[config.mk]
export PLATFORM = sky130hd
export DESIGN_NAME = mme_ctrl
export DESIGN_NICKNAME = d
export VERILOG_FILES = /design/src/design/mme_pkg.sv /design/src/design/mme_ctrl.sv
export SDC_FILE = /design/constraint.sdc
export NUM_CORES = 1
export LEC_CHECK = 0
export BUFFER_PORTS_ARGS = -buffer_cell sky130_fd_sc_hd__buf_4
export CAP_MARGIN = 40
export CELL_PAD_IN_SITES_DETAIL_PLACEMENT = 0
export CELL_PAD_IN_SITES_GLOBAL_PLACEMENT = 2
export CORE_ASPECT_RATIO = 1.2
export CORE_MARGIN = 2
export CORE_UTILIZATION = 25
export CTS_CLUSTER_SIZE = 20
export DETAILED_ROUTE_END_ITERATION = 7
export GPL_TIMING_DRIVEN = 0
export PLACE_DENSITY_LB_ADDON = 0.05
export SLEW_MARGIN = 5
export SYNTH_ARGS = -nofsm -noshare
export SYNTH_HDL_FRONTEND = slang
export SYNTH_SLANG_ARGS = --single-unit
[constraint.sdc]
create_clock -name i_clk -period 2.6 [get_ports i_clk]
set_input_delay 0.52 -clock i_clk [delete_from_list [all_inputs] [get_ports i_clk]]
set_output_delay 0.52 -clock i_clk [all_outputs]
set_load 0.01 [all_outputs]
[src/design/mme_pkg.sv]
package mme_pkg;

    localparam int CMD_W     = 2;
    localparam int IDX_W     = 3;
    localparam int DATA_W    = 32;
    localparam int PROD_W    = 2 * DATA_W;
    localparam int CFG_IDX_W = 3;
    localparam int CFG_W     = 4;

    localparam logic signed [DATA_W-1:0] SAT_MAX = 32'sh7FFF_FFFF;
    localparam logic signed [DATA_W-1:0] SAT_MIN = 32'sh8000_0000;

    localparam logic [CFG_IDX_W-1:0] CFG_ROW_START  = 3'd0;
    localparam logic [CFG_IDX_W-1:0] CFG_ROW_END    = 3'd1;
    localparam logic [CFG_IDX_W-1:0] CFG_INNER_SIZE = 3'd2;
    localparam logic [CFG_IDX_W-1:0] CFG_COL_COUNT  = 3'd3;

    typedef enum logic [CMD_W-1:0] {
        CMD_LOAD_A  = 2'd0,
        CMD_LOAD_B  = 2'd1,
        CMD_COMPUTE = 2'd2
    } t_cmd;

    typedef enum logic [1:0] {
        ST_IDLE,
        ST_RUN,
        ST_WAIT
    } t_state;

    // Controller to datapath: store writes and one inner-product beat.
    typedef struct packed {
        logic             we_a;
        logic             we_b;
        logic             beat;
        logic             zero;
        logic             first;
        logic             last_p;
        logic [IDX_W-1:0] i;
        logic [IDX_W-1:0] j;
        logic [IDX_W-1:0] p;
        logic             final_elem;
    } t_dp_cmd;

    // Datapath to controller.
    typedef struct packed {
        logic done;
    } t_dp_status;

endpackage

[src/design/mme_ctrl.sv]
module mme_ctrl import mme_pkg::*; #(
    parameter int MAX_DIM = 8
) (
    input  logic                 i_clk,
    input  logic                 i_rst_n,
    input  logic                 i_in_valid,
    output logic                 o_in_ready,
    input  logic [CMD_W-1:0]     i_command,
    input  logic [IDX_W-1:0]     i_row,
    input  logic [IDX_W-1:0]     i_col,
    input  logic                 i_cfg_valid,
    output logic                 o_cfg_ready,
    input  logic [CFG_IDX_W-1:0] i_cfg_index,
    input  logic [CFG_W-1:0]     i_cfg_data,
    input  t_dp_status           i_status,
    output t_dp_cmd              o_cmd
);

    localparam logic [CFG_W-1:0] DIM = CFG_W'(MAX_DIM);

    t_state           r_state, n_state;
    logic [IDX_W-1:0] r_i, n_i;
    logic [IDX_W-1:0] r_j, n_j;
    logic [IDX_W-1:0] r_p, n_p;

    logic [CFG_W-1:0] r_row_start;
    logic [CFG_W-1:0] r_row_end;
    logic [CFG_W-1:0] r_inner_size;
    logic [CFG_W-1:0] r_col_count;

    logic [CFG_W-1:0] w_rend;
    logic [CFG_W-1:0] w_kk;
    logic [CFG_W-1:0] w_cc;
    logic             w_in_fire;
    logic             w_in_range;
    logic             w_last_p;
    logic             w_last_j;
    logic             w_final;

    assign w_rend = (r_row_end > DIM) ? DIM : r_row_end;
    assign w_kk   = (r_inner_size > DIM) ? DIM : r_inner_size;
    assign w_cc   = (r_col_count > DIM) ? DIM : r_col_count;

    assign o_cfg_ready = 1'b1;

    always_ff @(posedge i_clk) begin
        if (!i_rst_n) begin
            r_row_start  <= CFG_W'(0);
            r_row_end    <= CFG_W'(8);
            r_inner_size <= CFG_W'(8);
            r_col_count  <= CFG_W'(8);
        end else if (i_cfg_valid) begin
            unique case (i_cfg_index)
                CFG_ROW_START:  r_row_start  <= i_cfg_data;
                CFG_ROW_END:    r_row_end    <= i_cfg_data;
                CFG_INNER_SIZE: r_inner_size <= i_cfg_data;
                CFG_COL_COUNT:  r_col_count  <= i_cfg_data;
                default: ;
            endcase
        end
    end

    always_ff @(posedge i_clk) begin
        if (!i_rst_n) begin
            r_state <= ST_IDLE;
            r_i     <= '0;
            r_j     <= '0;
            r_p     <= '0;
        end else begin
            r_state <= n_state;
            r_i     <= n_i;
            r_j     <= n_j;
            r_p     <= n_p;
        end
    end

    assign w_in_fire  = i_in_valid && o_in_ready;
    assign w_in_range = ({1'b0, i_row} < DIM) && ({1'b0, i_col} < DIM);
    // An inner size of zero still runs one beat, which forces a zero product.
    assign w_last_p   = (w_kk == '0) || (({1'b0, r_p} + CFG_W'(1)) == w_kk);
    assign w_last_j   = ({1'b0, r_j} + CFG_W'(1)) == w_cc;
    assign w_final    = w_last_j && (({1'b0, r_i} + CFG_W'(1)) == w_rend);

    always_comb begin
        n_state    = r_state;
        n_i        = r_i;
        n_j        = r_j;
        n_p        = r_p;
        o_in_ready = 1'b0;

        o_cmd            = '0;
        o_cmd.i          = r_i;
        o_cmd.j          = r_j;
        o_cmd.p          = r_p;
        o_cmd.zero       = (w_kk == '0);
        o_cmd.first      = (r_p == '0);
        o_cmd.last_p     = w_last_p;
        o_cmd.final_elem = w_final;

        unique case (r_state)
            ST_IDLE: begin
                o_in_ready = 1'b1;
                if (w_in_fire) begin
                    unique case (t_cmd'(i_command))
                        CMD_LOAD_A: o_cmd.we_a = w_in_range;
                        CMD_LOAD_B: o_cmd.we_b = w_in_range;
                        CMD_COMPUTE: begin
                            if ((r_row_start < w_rend) && (w_cc != '0)) begin
                                n_i     = IDX_W'(r_row_start);
                                n_j     = '0;
                                n_p     = '0;
                                n_state = ST_RUN;
                            end
                        end
                        default: ;
                    endcase
                end
            end
            ST_RUN: begin
                o_cmd.beat = 1'b1;
                if (w_last_p) begin
                    n_state = ST_WAIT;
                end else begin
                    n_p = r_p + IDX_W'(1);
                end
            end
            ST_WAIT: begin
                if (i_status.done) begin
                    n_p = '0;
                    if (w_final) begin
                        n_state = ST_IDLE;
                    end else begin
                        n_state = ST_RUN;
                        if (w_last_j) begin
                            n_j = '0;
                            n_i = r_i + IDX_W'(1);
                        end else begin
                            n_j = r_j + IDX_W'(1);
                        end
                    end
                end
            end
            default: n_state = ST_IDLE;
        endcase
    end

endmodule

==> results.toml <==
[synthesis]
syn-num-nets = 223
postSynthAreaPerCell_um2 = 8.62
ys_seq_area_share_pct = 32.0
synth_ff_type = "dfxtp_1"
synth_area_um2 = 1690
synth_area_leaders = "dfxtp_1, mux2i_1, nor2_1"
ys_ff_latch = 27
synth-edff-count = 0
yosys-top-cells-count = "dfxtp_1, nor2_1, nand2_1"
ys_warn_count = 0
async_flop_share_pct = 0
synth_most_common_cell = "dfxtp_1"
synth_top_area_share_pct = 32.0
synthCells = 196
synth.distinct_cells = 54
yosysTopAreaCell = "dfxtp_1"

[routing]
finalWirelength_mm = 4.75
ant_nets = 0
avgRoutedWirePerCell_um = 15.1
viasPerCell = 4.87
drt-initial-drc-count = 51
drc = 0
num_vias = 1533
first_pass_iters = 4

[die]
die_h_um = 94.1
die_area_um2 = 7440
num_rows = 32
initial_core_util_pct = 26.1
core_um2 = 6490
ios = 38
die_w_um = 79.1

[final_layout]
finalNetCount = 258
area_delta_synth_final_pct = 23.4
drive_above_1_share_pct = 22.2
fill_cells = 716
antennaDiodeCount = 0
final_util_pct = 32.2
stdcell_count = 315

[power]
irDropWorstVdd_mv = 0.182
p_int_mw = 0.591
powerDensity_nw_per_um2 = 389
power_switching_mw = 0.221
p_leak_nw = 0.817
swShare_pct = 27.2
seqPwrFrac_pct = 53.8
combPwrFrac_pct = 15.9
clock_power_share_pct = 30.3

[clock_network]
cts.sinks = 27
cts_tree = "yes"
cts_max_level = 1
clock_latency_ns = 0.27
cts_buffers = 3
clockRootBuffer = "clkbuf_8"
path_clk_slew_ns = 0.10
clock_path_buffers = 2

[sta]
max_freq_ghz = 0.405
setup_tns_ns = 0
fin_skew_ns = 0.00270
setup_violations = 0
rsz0062_at_grt = "false"
whs_ns = 0.500
fin_crit_sh_pct = 94.9
min_period_ns = 2.47
worst_slew_pin_slew_ns = 0.591
report.final.slew_viol_count = 0
relSlewSlack_pct = 60.3
finalHoldViolations = 0

[grt]
grtUsageTotal_pct = 13.6
grt_pass1_wl_mm = 7.77
grt_overflow = 0
grt_max_degree = 16
grt_pass1_vias = 1454
antenna_found_initial = 0

[place]
place_inst = 311
port_buffers = 30
gp_congestion = 0.832
hpwl_mm = 3.81

[worst_setup_path]
critPathBufInv = 2
cpMostUsedCell = "buf_4"
cp_slowest_cell = "dfxtp_2"
worstPathArrival_ns = 1.95
worstPathCellList = "ha_1, xor2_1, and4_4, o32ai_4, nor2_1, buf_4, buf_4"
crit_path_max_incr_delay_ns = 0.38
path_class = "flop to output port"
end_kind = "output port"
required_ns = 2.08
cp_max_fo = 8
cp_top_family = "flip-flops"
cp-start-kind = "flop"

[hold_path]
hold_class = "input pin to flop"

[outcome]
status = "finished clean"

[run]
cap_violations = 0
sequential cells by signal, summed over array words and instances, names as in the netlist:
register,cells
r_p,3
r_row_start,4
r_row_end,4
r_j,3
r_col_count,4
r_inner_size,4
r_state,2
r_i,3
final timing paths:
| check | depth (start not counted) | slack, ns | start | end |
|---|---|---|---|---|
| max | 7 | 0.13 | r_i[0]$_SDFFE_PN0P_ | o_cmd[0] |
| min | 3 | 0.50 | i_cfg_data[3] | r_col_count[3]$_SDFFE_PN1P_ |
| max reg2reg | 9 | 0.31 | r_row_end[3]$_SDFFE_PN1P_ | r_j[0]$_SDFFE_PN0P_ |
| min reg2reg | 1 | 0.52 | r_p[0]$_SDFFE_PN0P_ | r_p[0]$_SDFFE_PN0P_ |
what timing repair did:
item | 4_1_cts | 5_1_grt
buffers inserted | 0 | 0
resized for setup | 1 | 3
pin swaps | 0 | 1
hold endpoints to repair | 0 | 0
hold buffers | 0 | 0
endpoints found under the setup margin | 1 | 5
placed cells by master, fill, tap and decap left out, types with 2 or more instances in the layout:
| cell type | Yosys | final |
|---|---|---|
| a211oi_1 | 2 | 2 |
| a21oi_1 | 9 | 9 |
| buf_4 | 4 | 34 |
| clkbuf_1 | 4 | 4 |
| clkbuf_8 | 0 | 3 |
| dfxtp_1 | 27 | 25 |
| dfxtp_2 | 0 | 2 |
| ha_1 | 7 | 7 |
| inv_1 | 8 | 8 |
| mux2i_1 | 17 | 17 |
| nand2_1 | 20 | 20 |
| nand2b_1 | 4 | 4 |
| nand3_1 | 4 | 4 |
| nand4_1 | 2 | 2 |
| nand4b_1 | 3 | 3 |
| nor2_1 | 26 | 26 |
| nor2b_1 | 5 | 5 |
| nor3_1 | 2 | 2 |
| nor4_1 | 2 | 2 |
| o211ai_1 | 5 | 5 |
| o21ai_0 | 4 | 4 |
| o21ai_1 | 3 | 2 |
| o32ai_1 | 2 | 2 |
| or4_1 | 2 | 2 |
| xor2_1 | 3 | 3 |
cell families after synthesis:
logic type                 share of synthesized area, %
muxes                                              10.1
other                                             0.222
and+or+nand+nor                                    27.2
buffers and inverters                              4.44
AOI/OAI and AO/OA                                  16.5
xor gates and xnor gates                           4.44
DFF                                                32.0
adders and majority gates                          5.18
stage by stage:
step / setup WS [ns] / power (mW) / area, um^2
after global routing: 0.00135 / 0.863 / 2090
after detailed placement: 0.139 / 0.578 / 2020
final: 0.132 / 0.812 / 2090
after CTS: 0.0199 / 0.828 / 2070
after global placement: 0.188 / 0.575 / 2020
after floorplan: 0.572 / 0.516 / 1690
power by group through the flow:
stage	clock (mW)	combinational [mW]	sequential [mW]
5_1_grt	0.279	0.145	0.439
6_report	0.246	0.129	0.437
3_3_place_gp	0	0.128	0.446
2_1_floorplan	0	0.0726	0.443
3_5_place_dp	0	0.131	0.447
4_1_cts	0.260	0.131	0.437
cell type report:
| class | count | area, um^2 | area share [%] |
|---|---|---|---|
| clock buffer | 3 | 41.3 | 1.98 |
| sequential | 27 | 543 | 26.0 |
| buffer | 8 | 45.0 | 2.16 |
| inverter | 8 | 30.0 | 1.44 |
| clock inverter | 1 | 5.00 | 0.240 |
| timing repair buffer | 30 | 225 | 10.8 |
| multi-input combinational | 153 | 1090 | 52.2 |
| tap | 85 | 106 | 5.10 |
routing by layer:
metal	GRT usage [%]	vias up	share of wire, %
li1	-	777	-
met1	17.8	716	46
met2	23.3	36	50
met3	1.83	4	3.4
met4	4.02	0	1.2
met5	0	-	0
worst reg2reg max path: cells and delay by family (launching register included):
family                   cells  cell delay [ns]
flip-flops                   1             0.37
adder cells (fa/ha/maj)      1             0.27
buffers and inverters        1             0.17
AND/OR/NAND/NOR              3             0.76
AO/OA/AOI/OAI                4             0.65
Power figures use the tool's default switching activity.
